**src/sv/b32e_pkg.sv**
```systemverilog
// Shared types and the symbol alphabet for the base32 encoder core.
// No dependencies; every other file imports this package.
package b32e_pkg;

  localparam int MaxSyms = 3;

  typedef struct packed {
    logic [7:0] data_byte;
    logic       last_byte;
  } item_t;

  typedef struct packed {
    logic [6:0] symbol_char;
    logic       end_of_message;
  } symbol_t;

  // Symbols produced by one byte, first symbol in slot 0
  typedef struct packed {
    logic [MaxSyms-1:0][6:0] chars;
    logic [MaxSyms-1:0]      eom;
    logic [1:0]              count;
  } sym_list_t;

  // Map a 5-bit value onto the alphabet without B, I, O and S
  function automatic logic [6:0] b32e_char(input logic [4:0] v);
    logic [6:0] c;
    case (v)
      5'd0:  c = 7'h30;
      5'd1:  c = 7'h31;
      5'd2:  c = 7'h32;
      5'd3:  c = 7'h33;
      5'd4:  c = 7'h34;
      5'd5:  c = 7'h35;
      5'd6:  c = 7'h36;
      5'd7:  c = 7'h37;
      5'd8:  c = 7'h38;
      5'd9:  c = 7'h39;
      5'd10: c = 7'h41; // A
      5'd11: c = 7'h43; // C
      5'd12: c = 7'h44; // D
      5'd13: c = 7'h45; // E
      5'd14: c = 7'h46; // F
      5'd15: c = 7'h47; // G
      5'd16: c = 7'h48; // H
      5'd17: c = 7'h4A; // J
      5'd18: c = 7'h4B; // K
      5'd19: c = 7'h4C; // L
      5'd20: c = 7'h4D; // M
      5'd21: c = 7'h4E; // N
      5'd22: c = 7'h50; // P
      5'd23: c = 7'h51; // Q
      5'd24: c = 7'h52; // R
      5'd25: c = 7'h54; // T
      5'd26: c = 7'h55; // U
      5'd27: c = 7'h56; // V
      5'd28: c = 7'h57; // W
      5'd29: c = 7'h58; // X
      5'd30: c = 7'h59; // Y
      default: c = 7'h5A; // Z
    endcase
    return c;
  endfunction

endpackage

```
**src/sv/b32e_symbolize.sv**
```systemverilog
// Combinational split of one byte into up to three alphabet symbols.
// Depends on b32e_pkg; state registers live in the top level.
module b32e_symbolize
  import b32e_pkg::*;
(
  input  item_t      item,
  input  logic [2:0] bit_offset,
  input  logic [3:0] leftover_bits,
  output sym_list_t  syms,
  output logic [2:0] bit_offset_next,
  output logic [3:0] leftover_bits_next
);

  logic [4:0] val0;
  logic [4:0] val1;
  logic [1:0] base_cnt;
  logic       has_left;
  logic [3:0] left;
  logic [2:0] off_after;
  logic [7:0] b;
  logic [3:0] lo;

  assign b  = item.data_byte;
  assign lo = leftover_bits;

  // Pick the full symbols and the bits left over for each starting offset
  always_comb begin
    val0      = b[7:3];
    val1      = 5'd0;
    base_cnt  = 2'd1;
    has_left  = 1'b1;
    left      = {1'b0, b[2:0]};
    off_after = 3'd5;
    case (bit_offset)
      3'd4: begin
        val0      = {b[7], lo[3:0]};
        val1      = b[6:2];
        base_cnt  = 2'd2;
        left      = {2'b00, b[1:0]};
        off_after = 3'd6;
      end
      3'd5: begin
        val0      = {b[7:6], lo[2:0]};
        val1      = b[5:1];
        base_cnt  = 2'd2;
        left      = {3'b000, b[0]};
        off_after = 3'd7;
      end
      3'd6: begin
        val0      = {b[7:5], lo[1:0]};
        val1      = b[4:0];
        base_cnt  = 2'd2;
        has_left  = 1'b0;
        left      = 4'd0;
        off_after = 3'd0;
      end
      3'd7: begin
        val0      = {b[7:4], lo[0]};
        left      = b[3:0];
        off_after = 3'd4;
      end
      default: begin
        // Offsets below four: nothing is waiting
      end
    endcase
  end

  // Append the flush symbol on the last byte and mark the final symbol
  always_comb begin
    logic flush;
    flush = item.last_byte && has_left;
    syms.chars[0] = b32e_char(val0);
    syms.chars[1] = b32e_char(base_cnt == 2'd2 ? val1 : {1'b0, left});
    syms.chars[2] = b32e_char({1'b0, left});
    syms.count    = base_cnt + {1'b0, flush};
    syms.eom      = '0;
    if (item.last_byte) begin
      case (syms.count)
        2'd1:    syms.eom[0] = 1'b1;
        2'd2:    syms.eom[1] = 1'b1;
        default: syms.eom[2] = 1'b1;
      endcase
    end
    if (item.last_byte) begin
      bit_offset_next    = 3'd0;
      leftover_bits_next = 4'd0;
    end else begin
      bit_offset_next    = off_after;
      leftover_bits_next = left;
    end
  end

endmodule

```
**src/sv/b32e_emitter.sv**
```systemverilog
// Result buffer: one byte's symbols, out one a cycle while symbol_ready is high.
// Depends on b32e_pkg.
module b32e_emitter
  import b32e_pkg::*;
(
  input  logic      clk,
  input  logic      rst,
  input  logic      load_valid,
  output logic      load_ready,
  input  sym_list_t load_syms,
  output logic      symbol_valid,
  input  logic      symbol_ready,
  output symbol_t   symbol
);

  logic [MaxSyms-1:0][6:0] chars;
  logic [MaxSyms-1:0]      eom;
  logic [1:0]              remaining;
  logic                    busy;
  logic                    fire;

  assign fire         = busy && symbol_ready;
  assign load_ready   = !busy || (symbol_ready && remaining == 2'd1);
  assign symbol_valid = busy;
  assign symbol.symbol_char    = chars[0];
  assign symbol.end_of_message = eom[0];

  // Load when idle or as the last symbol leaves; else shift on each word taken
  always_ff @(posedge clk) begin
    if (rst) begin
      busy      <= 1'b0;
      remaining <= 2'd0;
    end else if (load_valid && load_ready) begin
      busy      <= 1'b1;
      remaining <= load_syms.count;
      chars     <= load_syms.chars;
      eom       <= load_syms.eom;
    end else if (fire) begin
      if (remaining == 2'd1) begin
        busy <= 1'b0;
      end
      remaining <= remaining - 2'd1;
      chars     <= {7'd0, chars[MaxSyms-1:1]};
      eom       <= {1'b0, eom[MaxSyms-1:1]};
    end
  end

endmodule

```
**src/sv/base32_custom_encoder_core.sv**
```systemverilog
// Top level of the streaming base32 encoder: input register, bit state, emitter.
// Depends on b32e_pkg, b32e_symbolize and b32e_emitter.
//
//   channel  | handshake                    | payload
//   ---------+------------------------------+-------------------------------
//   item     | item_valid / item_ready      | item_t   (data_byte, last_byte)
//   symbol   | symbol_valid / symbol_ready  | symbol_t (symbol_char, eom)
//
// A byte produces one or two symbols when it is a middle byte
// (eight symbols per five bytes in steady state), up to three on a last byte
// with a flush; the single-word symbol output carries them one at a time.
// The input register takes a new byte while the emitter still drains the last.
// An accepted byte passes the input register, then the emitter buffer, to the output.
// Synchronous reset clears the bit offset, leftover bits and all valid flags.
module base32_custom_encoder_core
  import b32e_pkg::*;
(
  input  logic    clk,
  input  logic    rst,
  input  logic    item_valid,
  output logic    item_ready,
  input  item_t   item,
  output logic    symbol_valid,
  input  logic    symbol_ready,
  output symbol_t symbol
);

  item_t      hold;
  logic       hold_valid;
  logic [2:0] bit_offset;
  logic [3:0] leftover_bits;
  logic [2:0] bit_offset_next;
  logic [3:0] leftover_bits_next;
  sym_list_t  syms;
  logic       load_ready;
  logic       move;

  assign move       = hold_valid && load_ready;
  assign item_ready = !hold_valid || load_ready;

  // Hold the accepted byte until the emitter takes its symbols
  always_ff @(posedge clk) begin
    if (rst) begin
      hold_valid <= 1'b0;
    end else if (item_ready) begin
      hold_valid <= item_valid;
    end
    if (item_ready && item_valid) begin
      hold <= item;
    end
  end

  // Advance the bit state when a byte moves to the emitter
  always_ff @(posedge clk) begin
    if (rst) begin
      bit_offset    <= 3'd0;
      leftover_bits <= 4'd0;
    end else if (move) begin
      bit_offset    <= bit_offset_next;
      leftover_bits <= leftover_bits_next;
    end
  end

  b32e_symbolize u_symbolize (
    .item               (hold),
    .bit_offset         (bit_offset),
    .leftover_bits      (leftover_bits),
    .syms               (syms),
    .bit_offset_next    (bit_offset_next),
    .leftover_bits_next (leftover_bits_next)
  );

  b32e_emitter u_emitter (
    .clk          (clk),
    .rst          (rst),
    .load_valid   (hold_valid),
    .load_ready   (load_ready),
    .load_syms    (syms),
    .symbol_valid (symbol_valid),
    .symbol_ready (symbol_ready),
    .symbol       (symbol)
  );

endmodule

```
**config.mk**
```make
export PLATFORM = sky130hd
export DESIGN_NAME = base32_custom_encoder_core
export DESIGN_NICKNAME = d
export VERILOG_FILES = /design/src/sv/b32e_pkg.sv /design/src/sv/b32e_symbolize.sv /design/src/sv/b32e_emitter.sv /design/src/sv/base32_custom_encoder_core.sv
export SDC_FILE = /design/constraint.sdc
export NUM_CORES = 1
export LEC_CHECK = 0
export ABC_AREA = 1
export BUFFER_PORTS_ARGS = -buffer_cell sky130_fd_sc_hd__buf_4
export CELL_PAD_IN_SITES_DETAIL_PLACEMENT = 1
export CELL_PAD_IN_SITES_GLOBAL_PLACEMENT = 1
export CORE_ASPECT_RATIO = 1.25
export CORE_MARGIN = 4
export CORE_UTILIZATION = 48
export CTS_BUF_LIST = sky130_fd_sc_hd__clkbuf_16
export CTS_CLUSTER_SIZE = 14
export DETAILED_ROUTE_END_ITERATION = 6
export PLACE_DENSITY = 0.84
export SYNTH_ARGS = -nofsm -noshare
export SYNTH_HDL_FRONTEND = slang
export SYNTH_HIERARCHICAL = 1
export SYNTH_SLANG_ARGS = --single-unit
```
**constraint.sdc**
```tcl
create_clock -name clk -period 3 [get_ports clk]
set_clock_uncertainty 0.2 [all_clocks]
set_input_delay 0.6 -clock clk [delete_from_list [all_inputs] [get_ports clk]]
set_output_delay 0.6 -clock clk [all_outputs]
set_load 0.01 [all_outputs]
```
# ---- After elaboration in Yosys (flattened, before gate mapping)
# Memories as Yosys holds them, arrays and structs flattened.
# Index checks and enable logic that the tools add are counted.
# Widths: inputs -> output; s select.
dict set report op_classes {
  add_sub_neg 2
  eq_ne 8
  muxes 22
  bitwise 1
  n_reduce_logical 15
}
# op count
set op_table {}
lappend op_table {{$mux 21} 2}
lappend op_table {{$pmux 4 s4} 2}
lappend op_table {{$pmux 5 s3} 1}
lappend op_table {{$eq 3x3->1 const B} 4}
lappend op_table {{$mux 3} 4}
lappend op_table {{$pmux 3 s4} 1}
lappend op_table {{$mux 1} 7}
lappend op_table {{$mux 2} 3}
lappend op_table {{$logic_and 1x1->1} 5}
lappend op_table {{$mux 5} 1}
lappend op_table {{$eq 2x1->1 const B} 2}
lappend op_table {{$eq 2x2->1 const B} 2}
lappend op_table {{$mux 4} 1}
lappend op_table {{$reduce_and 2->1} 2}
lappend op_table {{$reduce_bool 2->1} 2}
lappend op_table {{$reduce_or 3->1} 1}
lappend op_table {{$add 2x1->2} 1}
lappend op_table {{$logic_not 1->1} 2}
lappend op_table {{$logic_or 1x1->1} 2}
lappend op_table {{$reduce_or 2->1} 1}
lappend op_table {{$sub 2x1->2 const B} 1}
lappend op_table {{$not 1->1} 1}
dict set report totals {
  register_bits 44
  rom_bits 560
  in_bits 13
  output_inout_bits 10
  mem_count 3
}
# name depth width read_ports rd_clocked_by_memory_dff wr line_no
set mem_list {}
lappend mem_list {{(no name shown)} 32 7 1 0 0 b32e_pkg.sv:27} ;# case (v)
lappend mem_list {{(no name shown)} 32 7 1 0 0 b32e_pkg.sv:27}
lappend mem_list {{(no name shown)} 16 7 1 0 0 b32e_pkg.sv:27}

# ---- Depth between registers and ports, before layout
# Gate-level depths: netlist of the first run.
dict set report logic_depth {
  ltp_word 9
  mapped_depth 15
}

# ---- By module
# Netlist of the first run, hierarchy kept.
# mod instances cells_per_inst area_each_um2
set by_module_without_submodules {}
lappend by_module_without_submodules {b32e_emitter 1 133 1326.3}
lappend by_module_without_submodules {b32e_symbolize 1 195 1021.0}
lappend by_module_without_submodules {base32_custom_encoder_core 1 60 604.3}

# ---- Worst setup path after synthesis of the first run
# Ideal clock, no wire load.
dict set report synth_path {
  kind {reg2reg}
  start {register bit_offset[1]}
  end {register u_emitter.chars (netlist bit u_emitter/symbol[1]) (data pin)}
  setup_time_ps 252
  arrival_time_ps 1588
  required_ps 2548
  slack_ps 960
  stages_incl_launch_ff 15
  cell_sequence {dfxtp_1 > buf_6 > nand2_1 > nand2_1 > nand2_1 > o21ai_2 > inv_2 > ha_1 > o21ai_0 > nand2_1 > nand2_1 > nand2_1 > nand2_1 > nand3_1 > nand2_1}
}
# item line_no
set synth_rtl {}
lappend synth_rtl {{start, declared} base32_custom_encoder_core.sv:30} ;# logic [2:0] bit_offset;
lappend synth_rtl {{start signal, assigned} base32_custom_encoder_core.sv:59} ;# bit_offset <= bit_offset_next;
lappend synth_rtl {{end signal, assigned} b32e_emitter.sv:36} ;# chars <= load_syms.chars;
lappend synth_rtl {{end signal, assigned} b32e_emitter.sv:43} ;# chars <= {7'd0, chars[MaxSyms-1:1]};
lappend synth_rtl {{end, declared} b32e_emitter.sv:16} ;# logic [MaxSyms-1:0][6:0] chars;

==> results.rst, run 1 <==
.. list-table::
   :header-rows: 1

   * - Metric
     - Value
   * - Hold Crit Class
     - primary input to flip-flop
   * - Routed vias/inst
     - slightly above 5
   * - Final net count
     - approximately 430
   * - CTS Buf Count
     - 5
   * - Max-Slew Margin vs Limit
     - roughly two thirds
   * - Clock Tree Root
     - sky130_fd_sc_hd__clkbuf_16
   * - Pwr Density
     - 497.7 nW/um2
   * - Max Freq
     - 407.4 MHz
   * - Synth Net Count
     - slightly above 400
   * - Critical Path Start Type
     - flip-flop
   * - Routability congestion estimate
     - about 0.81
   * - DP HPWL
     - ~5200 um
   * - Routed vias
     - approximately 2400
   * - Antenna cell count
     - 0
   * - Worst path required time
     - about 3.0 ns
   * - Pins Over Slew Limit
     - 0
   * - Top cells by area, synth
     - sky130_fd_sc_hd__edfxtp_1, sky130_fd_sc_hd__nand2_1, sky130_fd_sc_hd__dfxtp_1, sky130_fd_sc_hd__inv_1, sky130_fd_sc_hd__nand3_1
   * - CP arrival
     - between 2 and 2.5 ns
   * - Worst-skew pair later-pin latency
     - slightly below 0.3 ns
   * - Number of warnings reported in the yosys synthesis log
     - 6
   * - Transition time of the tightest slew-check pin
     - approximately 0.50 ns
   * - Number of library cell types mapped by synthesis
     - 30
   * - Number of input and output port buffers inserted
     - 22
   * - Starting density of the core
     - about half
   * - Number of synthesized register bits
     - between 40 and 50
   * - Final routed DRC violation total
     - 0
   * - CTS Hold Buffers Added
     - 0
   * - Largest net degree at the start of global routing
     - 27
   * - Syn Std Cell Area
     - ~3000 um2
   * - Count of buffers added by post-CTS timing repair for setup
     - 0
   * - Post-route core utilization
     - between 50% and 60%
   * - Critical-path cell with the highest stage delay
     - sky130_fd_sc_hd__dfxtp_1
   * - Share of Yosys cell area claimed by the top area cell type
     - 33.57%
   * - Total routing resource utilization after global routing
     - between 10% and 20%
   * - Number of gates resized after CTS
     - 0
   * - Status
     - complete, no violations
   * - Type of the worst setup path
     - flip-flop to flip-flop
   * - Cell-by-cell listing of the critical path
     - nand2_1 > o21ai_2 > inv_2 > ha_1 > o21ai_0 > nand2_1 > nand2_1 > nand2_1 > nand2_1 > nand3_1 > nand2_1
   * - Antenna violations before repair
     - 0
   * - TNS Setup
     - 0 ns
   * - Primary FF master, synth
     - sky130_fd_sc_hd__edfxtp_1
   * - Ports placed on the boundary
     - 23
   * - Proportion of register bits with asynchronous set or reset after synthesis
     - 0%
   * - Final critical-path share of the clock period
     - 81.83%
   * - Most frequent cell after synthesis
     - sky130_fd_sc_hd__nand2_1
   * - Number of H-tree levels
     - 2
   * - Die height
     - 95.67 um
   * - Layout area overhead
     - 9.538%
   * - Total die area
     - approximately 7500 um2
   * - Biggest cell delay along the critical path
     - between 0.6 and 0.7 ns
   * - Post-synth top cells
     - sky130_fd_sc_hd__nand2_1, sky130_fd_sc_hd__inv_1, sky130_fd_sc_hd__nand3_1, sky130_fd_sc_hd__edfxtp_1, sky130_fd_sc_hd__nor2_1
   * - Number of sinks driven by the clock tree
     - 44
   * - Number of detailed-routing iterations run before antenna repair
     - 4
   * - Number of global-route vias before repair
     - 2430
   * - Routed WL per cell
     - approximately 14 um
   * - Congestion Overflow GR
     - 0
   * - Die Width
     - around 78 um
   * - First DRT Iteration DRCs
     - 126
   * - Reported max-cap violation count
     - 0
   * - Most numerous cell on the critical path
     - sky130_fd_sc_hd__nand2_1
   * - Number of enable-type register cells in the synthesized netlist
     - 33
   * - Endpoints failing hold
     - 0
   * - Synthesized netlist cell count
     - between 300 and 400
   * - Bufs on Longest Clock Path
     - 2
   * - CTS tree
     - done
   * - Worst vdd rail ir drop
     - a little over 0.0003 V
   * - Count of standard-cell rows
     - 31
   * - Seq/Total Area, Yosys
     - between 40% and 50%
   * - Post-Route WL
     - approximately 6800 um
   * - Endpoint kind of the worst setup timing path
     - flip-flop
   * - CP max FO
     - 15
   * - Clock-pin transition on the worst setup and hold timing paths
     - about 0.060 ns
   * - Remaining number of nets flagged by the antenna check after routing
     - 0
   * - RSZ-0062 raised after global routing
     - false
   * - Global-route wire length before repair
     - 11580 um
   * - Placeable core region
     - roughly 6000 um2
   * - Avg Inst Size Synth
     - around 7.6 um2
   * - Overall power
     - 1.609 mW
   * - Clock period minus final worst setup slack
     - around 2.5 ns
   * - Leakage power of the design
     - between 1.5 and 2 nW
   * - Cell type with the highest aggregate area in the netlist
     - sky130_fd_sc_hd__edfxtp_1
   * - Fraction of layout cells with a size suffix above 1
     - between 10% and 20%
   * - Final number of setup-violating endpoints
     - 0
power breakdown:
part	total (mW)	switching (mW)	internal, mW
logic	0.358	0.233	0.125
clock network	0.523	0.220	0.302
registers	0.728	0.0262	0.702
area by class of cell:
class | instances | area (um2)
repair buffers | 29 | 217.7
inverters | 63 | 241.5
fillers | 782 | 2663
multi-input cells | 260 | 1321
flip-flops and latches | 44 | 1211
clock buffers | 5 | 125.1
clock inverters | 3 | 13.76
well taps | 82 | 102.6
worst max-delay path, delay by kind of cell, from the launching register on:
family          cells  cell delay (ns)
fa+ha+maj           1             0.31
simple gates        7             0.63
buf+inv             1             0.10
flops               1             0.63
compound gates      2             0.45
registers in the layout (all words and copies together), names as in the netlist:
signal,cells
hold_valid,1
u_emitter/eom,3
u_emitter/remaining,2
u_emitter/chars,14
bit_offset,3
u_emitter/symbol,7
leftover_bits,4
hold,9
u_emitter/symbol_valid,1
layout by cell type, fill, tap and decap left out, drive strengths merged, types with 2 or more instances in the layout:
cell type and n:
nand2 130, inv 63, nand3 43, nor2 41, edfxtp 33, buf 29, ha 12, dfxtp 11
o21ai 11, nand4 10, a21oi 7, clkbuf 5, clkinv 3, nand3b 2, o211ai 2
metal layers:
metal	global-route usage, %	part of all wire [%]
met2	36.21	54
met4	7.726	2.2
met3	3.308	2.6
met5	0	0
met1	23.20	41
logic make-up (layout without fill, tap and decap cells):
family | Yosys count | after routing | synth area share, %
DFF | 44 | 44 | 41.03
and+or+nand+nor | 226 | 226 | 35.01
buffers and inverters | 84 | 100 | 14.20
AOI/OAI and AO/OA | 22 | 22 | 4.663
adders and majority gates | 12 | 12 | 5.087
stage by stage:
step	worst slack [ns]	area, um2	instances	hold slack [ns]
floorplan	0.9598	2952	388	0.2660
global placement	0.6440	3094	478	0.2885
detailed placement	0.5486	3094	478	0.2959
CTS	0.5263	3233	486	0.2815
global route	0.2764	3233	486	0.2795
finish	0.5452	3233	486	0.2862
worst paths after layout:
path / to / startpoint / slack, ns / cells after the start
max: u_emitter/symbol[1] / bit_offset[2] / 0.55 / 11
min: hold[8] / item[8] / 0.29 / 1
max reg2reg: u_emitter/symbol[1] / bit_offset[2] / 0.55 / 11
min reg2reg: u_emitter/remaining[0] / u_emitter/remaining[0] / 0.30 / 2
Power figures use the tool's default switching activity.
==> run 2, diff against run 1 <==
--- a/config.mk
+++ b/config.mk
@@ -11,11 +11,11 @@
 export CELL_PAD_IN_SITES_GLOBAL_PLACEMENT = 1
 export CORE_ASPECT_RATIO = 1.25
 export CORE_MARGIN = 4
-export CORE_UTILIZATION = 48
+export CORE_UTILIZATION = 45
 export CTS_BUF_LIST = sky130_fd_sc_hd__clkbuf_16
 export CTS_CLUSTER_SIZE = 14
 export DETAILED_ROUTE_END_ITERATION = 6
-export PLACE_DENSITY = 0.84
+export PLACE_DENSITY = 0.79
 export SYNTH_ARGS = -nofsm -noshare
 export SYNTH_HDL_FRONTEND = slang
 export SYNTH_HIERARCHICAL = 1
==> constraint.sdc (replaced) <==
create_clock -name clk -period 2.46 [get_ports clk]
set_clock_uncertainty 0.2 [all_clocks]
set_input_delay 0.492 -clock clk [delete_from_list [all_inputs] [get_ports clk]]
set_output_delay 0.492 -clock clk [all_outputs]
set_load 0.01 [all_outputs]
==> run 2 against run 1 <==
Sequential power is 21% higher. Worst hold slack lost 0.11 ns. Wire length increased by 8.1%. First-iteration DRC count is 45% lower. Count of clock-buffer cells in the layout did not move. Core utilization decreased by 2.5 points. Global-route usage down 0.42 points. Maximum frequency grew 7.5%. Via count up 1.7%. Combinational power rose by 27%. Register-to-register slack worse by 0.37 ns. Power increased by 31%. Largest power group unchanged. Highest routed layer unchanged.
==> results.rst, run 2 (synthesis results as in run 1) <==
.. list-table::
   :header-rows: 1

   * - Metric
     - Value
   * - Global-route wire length before repair
     - 12090 um (+4.4%)
   * - Final net count
     - 430 (+0.47%)
   * - Length in cells of the worst reg-to-reg path
     - 12 (+1)
   * - Pins Over Slew Limit
     - 0 (unchanged)
   * - Slack of the worst reg-to-reg path
     - 0.18 ns (-0.37 ns)
   * - Count of buffers added by post-CTS timing repair for setup
     - 0 (unchanged)
   * - Post-route core utilization
     - 52.29% (-2.5 points)
   * - Number of sinks driven by the clock tree
     - 44 (unchanged)
   * - Area post-placement
     - 3113 um2 (+0.61%)
   * - Pwr Density
     - 643.6 nW/um2 (+29%)
   * - Ports placed on the boundary
     - 23 (unchanged)
   * - Congestion Overflow GR
     - 0 (unchanged)
   * - Flip-flop count of the largest register, all copies and words added
     - 14 (unchanged)
   * - Starting density of the core
     - 46.95% (-3.1 points)
   * - Number of input and output port buffers inserted
     - 22 (unchanged)
   * - CTS Buf Count
     - 5 (unchanged)
   * - Worst path required time
     - 2.31 ns (-0.65 ns)
   * - Die height
     - 98.55 um (+3.0%)
   * - Layout area overhead
     - 11.36%
   * - Final std cell area, no fill
     - 3287 um2 (+1.7%)
   * - Bufs on Longest Clock Path
     - 2 (unchanged)
   * - Total die area
     - 7926 um2 (+6.0%)
   * - Status
     - complete, no violations
   * - Clock-pin transition on the worst setup and hold timing paths
     - 0.07 ns (about the same)
   * - Count of standard-cell rows
     - 32 (+3.2%)
   * - Fillers
     - 835 (+6.8%)
   * - Reg2reg end
     - u_emitter/chars[8]
   * - Max-Slew Margin vs Limit
     - 75.13% (+8.6 points)
   * - FF+latch area
     - 1212 um2 (+0.10%)
   * - DP HPWL
     - 5491 um (+6.1%)
   * - Critical Path Start Type
     - flip-flop
   * - Routed vias/inst
     - 5.059 (+0.64%)
   * - Routability congestion estimate
     - 0.8593 (+6.1%)
   * - Grt met3 use
     - 3.199% (-0.11 points)
   * - CP Launch Point
     - bit_offset[2]
   * - Worst reg2reg startpoint
     - bit_offset[2]
   * - Final routed DRC violation total
     - 0 (unchanged)
   * - Hold Crit Class
     - primary input to flip-flop
   * - Clock Tree Root
     - sky130_fd_sc_hd__clkbuf_16
   * - Endpoint of the worst setup timing path
     - u_emitter/chars[8]
   * - Type of the worst setup path
     - flip-flop to flip-flop
   * - RSZ-0062 raised after global routing
     - false
   * - Post-Route WL
     - 7316 um (+8.1%)
   * - Register ranked first by flip-flop count
     - u_emitter/chars
   * - Fraction of layout cells with a size suffix above 1
     - 17.98% (+0.90 points)
   * - CTS tree
     - done
   * - Fin cells
     - 491 (+1.0%)
   * - Routed WL per cell
     - 14.90 um (+7.0%)
   * - Most used cells in the layout excluding fill and tap cells
     - sky130_fd_sc_hd__nand2_1, sky130_fd_sc_hd__inv_1, sky130_fd_sc_hd__nand3_1
   * - Largest net degree at the start of global routing
     - 27 (unchanged)
   * - Worst vdd rail ir drop
     - 0.0003897 V (+27%)
   * - Remaining number of nets flagged by the antenna check after routing
     - 0 (unchanged)
   * - Number of detailed-routing iterations run before antenna repair
     - 4 (unchanged)
   * - Most Used Layer, Global Route
     - met2
   * - TNS Setup
     - 0 ns (unchanged)
   * - CP max FO
     - 21 (+6)
   * - Number of global-route vias before repair
     - 2586 (+6.4%)
   * - Endpoints failing hold
     - 0 (unchanged)
   * - Commonest non-fill, non-tap cell in the layout
     - sky130_fd_sc_hd__nand2_1
   * - Final number of setup-violating endpoints
     - 0 (unchanged)
   * - Antenna cell count
     - 0 (unchanged)
   * - Endpoint kind of the worst setup timing path
     - flip-flop
   * - CP arrival
     - 2.13 ns (-0.28 ns)
   * - Global Route met2 Usage
     - 36.86% (+0.65 points)
   * - Routed vias
     - 2484 (+1.7%)
   * - Leakage power of the design
     - 1.668 nW (+1.4%)
   * - First DRT Iteration DRCs
     - 69 (-45%)
   * - Max Freq
     - 438.1 MHz (+7.5%)
   * - Die Width
     - 80.44 um (+2.9%)
   * - Number of H-tree levels
     - 2 (unchanged)
   * - Placeable core region
     - 6286 um2 (+6.6%)
   * - Reported max-cap violation count
     - 0 (unchanged)
   * - Combined area of the multi-input logic cells
     - 1321 um2 (unchanged)
   * - Antenna violations before repair
     - 0 (unchanged)
   * - Cell total after placement
     - 483 (+1.0%)
   * - Transition time of the tightest slew-check pin
     - 0.3730 ns (-0.1281 ns)
   * - Worst-skew pair later-pin latency
     - 0.29 ns (about the same)
   * - Clock period minus final worst setup slack
     - 2.283 ns (-0.1722 ns)
   * - Total routing resource utilization after global routing
     - 19.41% (-0.42 points)
   * - Final critical-path share of the clock period
     - 92.79% (+11 points)
   * - Met1 routing resource usage after global routing
     - 21.27% (-1.9 points)
run 2: cell types whose count changed in the layout (fill, tap and decap cells not counted), sizes merged:
cell / change
buf: +2
bufinv: +1
clkinv: -1
run 2: worst min path at each step:
stage	slack (ns)	endpoint	startpoint	depth (start not counted)
CTS	0.17	hold[3]	item[3]	1
global route	0.18	hold[3]	item[3]	1
floorplan	0.27	u_emitter/remaining[0]	u_emitter/remaining[0]	2
global placement	0.28	u_emitter/symbol_valid	hold_valid	2
detailed placement	0.29	u_emitter/symbol_valid	hold_valid	2
finish	0.18	hold[2]	item[2]	1
run 2: final cells by class:
cell class                      count  area share, %
Timing Repair Buffer               31          7.080
Tap cell                           85          3.236
Clock buffer                        5          3.807
Inverter                           63          7.347
Clock inverter                      3          1.447
Sequential cell                    44          36.89
Multi-Input combinational cell    260          40.20
run 2: where the power goes:
group,total [mW],internal (mW),switching (mW)
sequential,0.883,0.856,0.0273
clock,0.777,0.483,0.294
combinational,0.455,0.155,0.301
run 2: repair_timing:
item | CTS | global route
resized for setup | 0 | 1
hold buffers | 0 | 0
endpoints found under the setup margin | 0 | 1
run 2: critical path, stage by stage (launching register included):
cell and delay (ns):
sky130_fd_sc_hd__dfxtp_1 0.35, sky130_fd_sc_hd__buf_4 0.26, sky130_fd_sc_hd__inv_2 0.07, sky130_fd_sc_hd__nor2_4 0.12, sky130_fd_sc_hd__nor2_1 0.10, sky130_fd_sc_hd__nor2_4 0.19, sky130_fd_sc_hd__inv_1 0.08, sky130_fd_sc_hd__ha_1 0.19
sky130_fd_sc_hd__nand3b_1 0.16, sky130_fd_sc_hd__nand3_1 0.09, sky130_fd_sc_hd__nand2_1 0.07, sky130_fd_sc_hd__nand3_1 0.08, sky130_fd_sc_hd__nand2_1 0.06
run 2: metal layers:
layer / share of wire [%] / up-vias / wire (um)
met5: 0 / - / 0
met4: 1.9 / 0 / 141
met3: 2.8 / 13 / 207
met2: 54 / 41 / 3942
met1: 41 / 1178 / 3025
li1: - / 1252 / -
run 2: through the flow:
| stage | setup slack, ns | hold WS (ns) | power (mW) |
|---|---|---|---|
| after floorplan | 0.4198 | 0.2660 | 1.238 |
| after global placement | 0.2579 | 0.2753 | 1.331 |
| after detailed placement | 0.1732 | 0.2875 | 1.356 |
| after CTS | 0.1562 | 0.1740 | 2.139 |
| after global routing | 0.03310 | 0.1775 | 2.221 |
| final | 0.1774 | 0.1799 | 2.115 |
==> run 3, diff against run 2 <==
--- a/config.mk
+++ b/config.mk
@@ -11,11 +11,11 @@
 export CELL_PAD_IN_SITES_GLOBAL_PLACEMENT = 1
 export CORE_ASPECT_RATIO = 1.25
 export CORE_MARGIN = 4
-export CORE_UTILIZATION = 45
+export CORE_UTILIZATION = 48
 export CTS_BUF_LIST = sky130_fd_sc_hd__clkbuf_16
 export CTS_CLUSTER_SIZE = 14
 export DETAILED_ROUTE_END_ITERATION = 6
-export PLACE_DENSITY = 0.79
+export PLACE_DENSITY = 0.84
 export SYNTH_ARGS = -nofsm -noshare
 export SYNTH_HDL_FRONTEND = slang
 export SYNTH_HIERARCHICAL = 1
==> constraint.sdc (replaced) <==
create_clock -name clk -period 2.66 [get_ports clk]
set_clock_uncertainty 0.2 [all_clocks]
set_input_delay 0.532 -clock clk [delete_from_list [all_inputs] [get_ports clk]]
set_output_delay 0.532 -clock clk [all_outputs]
set_load 0.01 [all_outputs]
==> run 3 against run 2 <==
Via count decreased by 1.4%. Sequential power decreased by 6.9%. Combinational power decreased by 11%. Critical endpoint is now u_emitter/symbol[1]. Largest cell class unchanged.
==> results.rst, run 3 (synthesis results as in run 1) <==
.. list-table::
   :header-rows: 1

   * - Metric
     - Value
   * - CTS Buf Count
     - 5 (unchanged)
   * - Number of global-route vias before repair
     - 2527 (-2.3%)
   * - Hold Crit Class
     - primary input to flip-flop
   * - Post-Route WL
     - 6720 um (-8.1%)
   * - Number of gates resized after CTS
     - 0 (unchanged)
   * - Antenna violations before repair
     - 0 (unchanged)
   * - Total die area
     - 7475 um2 (-5.7%)
   * - Cell-by-cell listing of the critical path
     - buf_4 > o21ai_0 > inv_1 > ha_1 > nand2_1 > o21ai_0 > nand2_1 > nand2_1 > nand2_1 > nand2_1 > nand3_1 > nand2_1
   * - Clock-pin transition on the worst setup and hold timing paths
     - 0.06 ns (about the same)
   * - Worst path required time
     - 2.50 ns (+0.19 ns)
   * - Status
     - complete, no violations
   * - Fraction of layout cells with a size suffix above 1
     - 17.33% (-0.65 points)
   * - Remaining number of nets flagged by the antenna check after routing
     - 0 (unchanged)
   * - Leakage power of the design
     - 1.640 nW (-1.7%)
   * - Routed vias/inst
     - 5.041 (-0.35%)
   * - Total routing resource utilization after global routing
     - 20.21% (+0.79 points)
   * - Starting density of the core
     - 50.06% (+3.1 points)
   * - CTS Hold Buffers Added
     - 0 (unchanged)
   * - Critical-path cell with the highest stage delay
     - sky130_fd_sc_hd__o21ai_0
   * - Routed vias
     - 2450 (-1.4%)
   * - Biggest cell delay along the critical path
     - 0.42 ns (+0.07 ns)
   * - Largest net degree at the start of global routing
     - 27 (unchanged)
   * - Number of H-tree levels
     - 2 (unchanged)
   * - Pins Over Slew Limit
     - 0 (unchanged)
   * - Total number of cells along the worst setup path
     - 12 (unchanged)
   * - First DRT Iteration DRCs
     - 85 (+23%)
   * - Most numerous cell on the critical path
     - sky130_fd_sc_hd__nand2_1
   * - Type of the worst setup path
     - flip-flop to flip-flop
   * - Worst Hold Slack
     - 0.2213 ns (+0.04146 ns)
   * - Critical Path Start Type
     - flip-flop
   * - Count of buffers added by post-CTS timing repair for setup
     - 0 (unchanged)
   * - Flip-flop count of the largest register, all copies and words added
     - 14 (unchanged)
   * - Final routed DRC violation total
     - 0 (unchanged)
   * - CP top delay family
     - compound AO/OA/AOI/OAI gates
   * - Max-Slew Margin vs Limit
     - 67.54% (-7.6 points)
   * - Clock period minus final worst setup slack
     - 2.325 ns (+0.04249 ns)
   * - Fillers
     - 775 (-7.2%)
   * - Worst reg2reg startpoint
     - bit_offset[2]
   * - Cell total after placement
     - 478 (-1.0%)
   * - Top Metal Used
     - met4
   * - Congestion Overflow GR
     - 0 (unchanged)
   * - Die Width
     - 78.14 um (-2.9%)
   * - Die height
     - 95.67 um (-2.9%)
   * - Detailed-routed wire length on met2
     - 3573 um (-9.4%)
   * - Crit path setup slack, layout
     - 0.3349 ns (+0.1575 ns)
   * - RSZ-0062 raised after global routing
     - false
   * - Fin cells
     - 486 (-1.0%)
   * - Transition time of the tightest slew-check pin
     - 0.4818 ns (+0.1088 ns)
   * - CP arrival
     - 2.16 ns (+0.03 ns)
   * - Bufs on Longest Clock Path
     - 2 (unchanged)
   * - DP HPWL
     - 5242 um (-4.5%)
   * - Endpoints failing hold
     - 0 (unchanged)
   * - Max Freq
     - 430.1 MHz (-1.8%)
   * - Endpoint of the worst setup timing path
     - u_emitter/symbol[1]
   * - Commonest non-fill, non-tap cell in the layout
     - sky130_fd_sc_hd__nand2_1
   * - TNS Setup
     - 0 ns (unchanged)
   * - CTS tree
     - done
   * - Length in cells of the worst reg-to-reg path
     - 12 (unchanged)
   * - Clock Tree Root
     - sky130_fd_sc_hd__clkbuf_16
   * - Global-route wire length before repair
     - 11770 um (-2.6%)
   * - Pre-CTS worst setup slack
     - 0.3153 ns (+0.1421 ns)
   * - Met1 routed wirelength after detailed routing
     - 2748 um (-9.2%)
   * - Register ranked first by flip-flop count
     - u_emitter/chars
   * - Met3 wirelength from detailed routing
     - 148 um (-29%)
   * - Pwr Density
     - 565.7 nW/um2 (-12%)
   * - Worst vdd rail ir drop
     - 0.0003398 V (-13%)
   * - Most used cells in the layout excluding fill and tap cells
     - sky130_fd_sc_hd__nand2_1, sky130_fd_sc_hd__inv_1, sky130_fd_sc_hd__nand3_1
   * - Ports placed on the boundary
     - 23 (unchanged)
   * - Final critical-path share of the clock period
     - 87.41% (-5.4 points)
   * - Count of standard-cell rows
     - 31 (-3.1%)
   * - Layout area overhead
     - 9.877%
   * - Reported max-cap violation count
     - 0 (unchanged)
   * - Routed WL per cell
     - 13.83 um (-7.2%)
   * - Number of sinks driven by the clock tree
     - 44 (unchanged)
   * - Antenna cell count
     - 0 (unchanged)
   * - Post-route core utilization
     - 55.01% (+2.7 points)
   * - Placeable core region
     - 5896 um2 (-6.2%)
   * - Number of input and output port buffers inserted
     - 22 (unchanged)
   * - Number of detailed-routing iterations run before antenna repair
     - 4 (unchanged)
   * - CP Launch Point
     - bit_offset[2]
   * - Final number of setup-violating endpoints
     - 0 (unchanged)
   * - Routability congestion estimate
     - 0.8208 (-4.5%)
   * - Final net count
     - 428 (-0.47%)
   * - Worst-skew pair later-pin latency
     - 0.28 ns (about the same)
   * - Bufs and invs on worst path
     - 2 (-1)
   * - Endpoint kind of the worst setup timing path
     - flip-flop
   * - Reg2reg end
     - u_emitter/symbol[1]
   * - CP max FO
     - 22 (+4.8%)
   * - Slack of the worst reg-to-reg path
     - 0.33 ns (+0.16 ns)
[run 3: cell types whose count changed in the layout (fill, tap and decap cells not counted), sizes merged]
cell,change
bufinv,-1
clkinv,-1
buf,-2
clkinvlp,+2
[run 3: worst register-to-register path: stages, from the launching register on]
cell and delay (ns):
sky130_fd_sc_hd__dfxtp_1 0.31, sky130_fd_sc_hd__buf_4 0.20, sky130_fd_sc_hd__o21ai_0 0.42, sky130_fd_sc_hd__inv_1 0.16, sky130_fd_sc_hd__ha_1 0.21, sky130_fd_sc_hd__nand2_1 0.07, sky130_fd_sc_hd__o21ai_0 0.10, sky130_fd_sc_hd__nand2_1 0.09
sky130_fd_sc_hd__nand2_1 0.06, sky130_fd_sc_hd__nand2_1 0.07, sky130_fd_sc_hd__nand2_1 0.06, sky130_fd_sc_hd__nand3_1 0.07, sky130_fd_sc_hd__nand2_1 0.06
[run 3: how the worst min path moves through the flow]
stage / startpoint / endpoint / slack, ns / depth (start not counted)
finish: item[4] / hold[4] / 0.22 / 1
global route: item[2] / hold[2] / 0.21 / 1
CTS: item[5] / hold[5] / 0.21 / 1
detailed placement: u_emitter/chars[11] / u_emitter/symbol[5] / 0.31 / 2
global placement: u_emitter/remaining[0] / u_emitter/remaining[0] / 0.28 / 2
floorplan: u_emitter/remaining[0] / u_emitter/remaining[0] / 0.27 / 2
[run 3: power by group]
group	leakage [nW]	total, mW	internal (mW)	switching, mW
registers	0.410	0.822	0.792	0.0300
logic	1.16	0.403	0.140	0.263
clock network	0.0660	0.610	0.349	0.261
total	1.64	1.83	1.28	0.554
[run 3: metrics by stage]
step                      cell area, um2  power (mW)
final                               3243       1.835
after global routing                3243       1.956
after CTS                           3243       1.866
after detailed placement            3094       1.244
after global placement              3094       1.224
after floorplan                     2952       1.145
[run 3: final cells by class]
| class | count | area (um2) | share of cell area, % |
|---|---|---|---|
| multi-input combinational | 260 | 1321 | 40.74 |
| timing repair buffer | 29 | 217.7 | 6.713 |
| sequential | 44 | 1211 | 37.35 |
| inverter | 63 | 241.5 | 7.446 |
| clock buffer | 5 | 125.1 | 3.858 |
| clock inverter | 3 | 23.77 | 0.7330 |
| tap | 82 | 102.6 | 3.164 |
[run 3: per-layer routing]
layer,global-route usage (%),up-vias
met1,22.38,1147
met3,3.497,18
met4,9.329,0
li1,-,1245
met2,37.57,40
met5,0,-
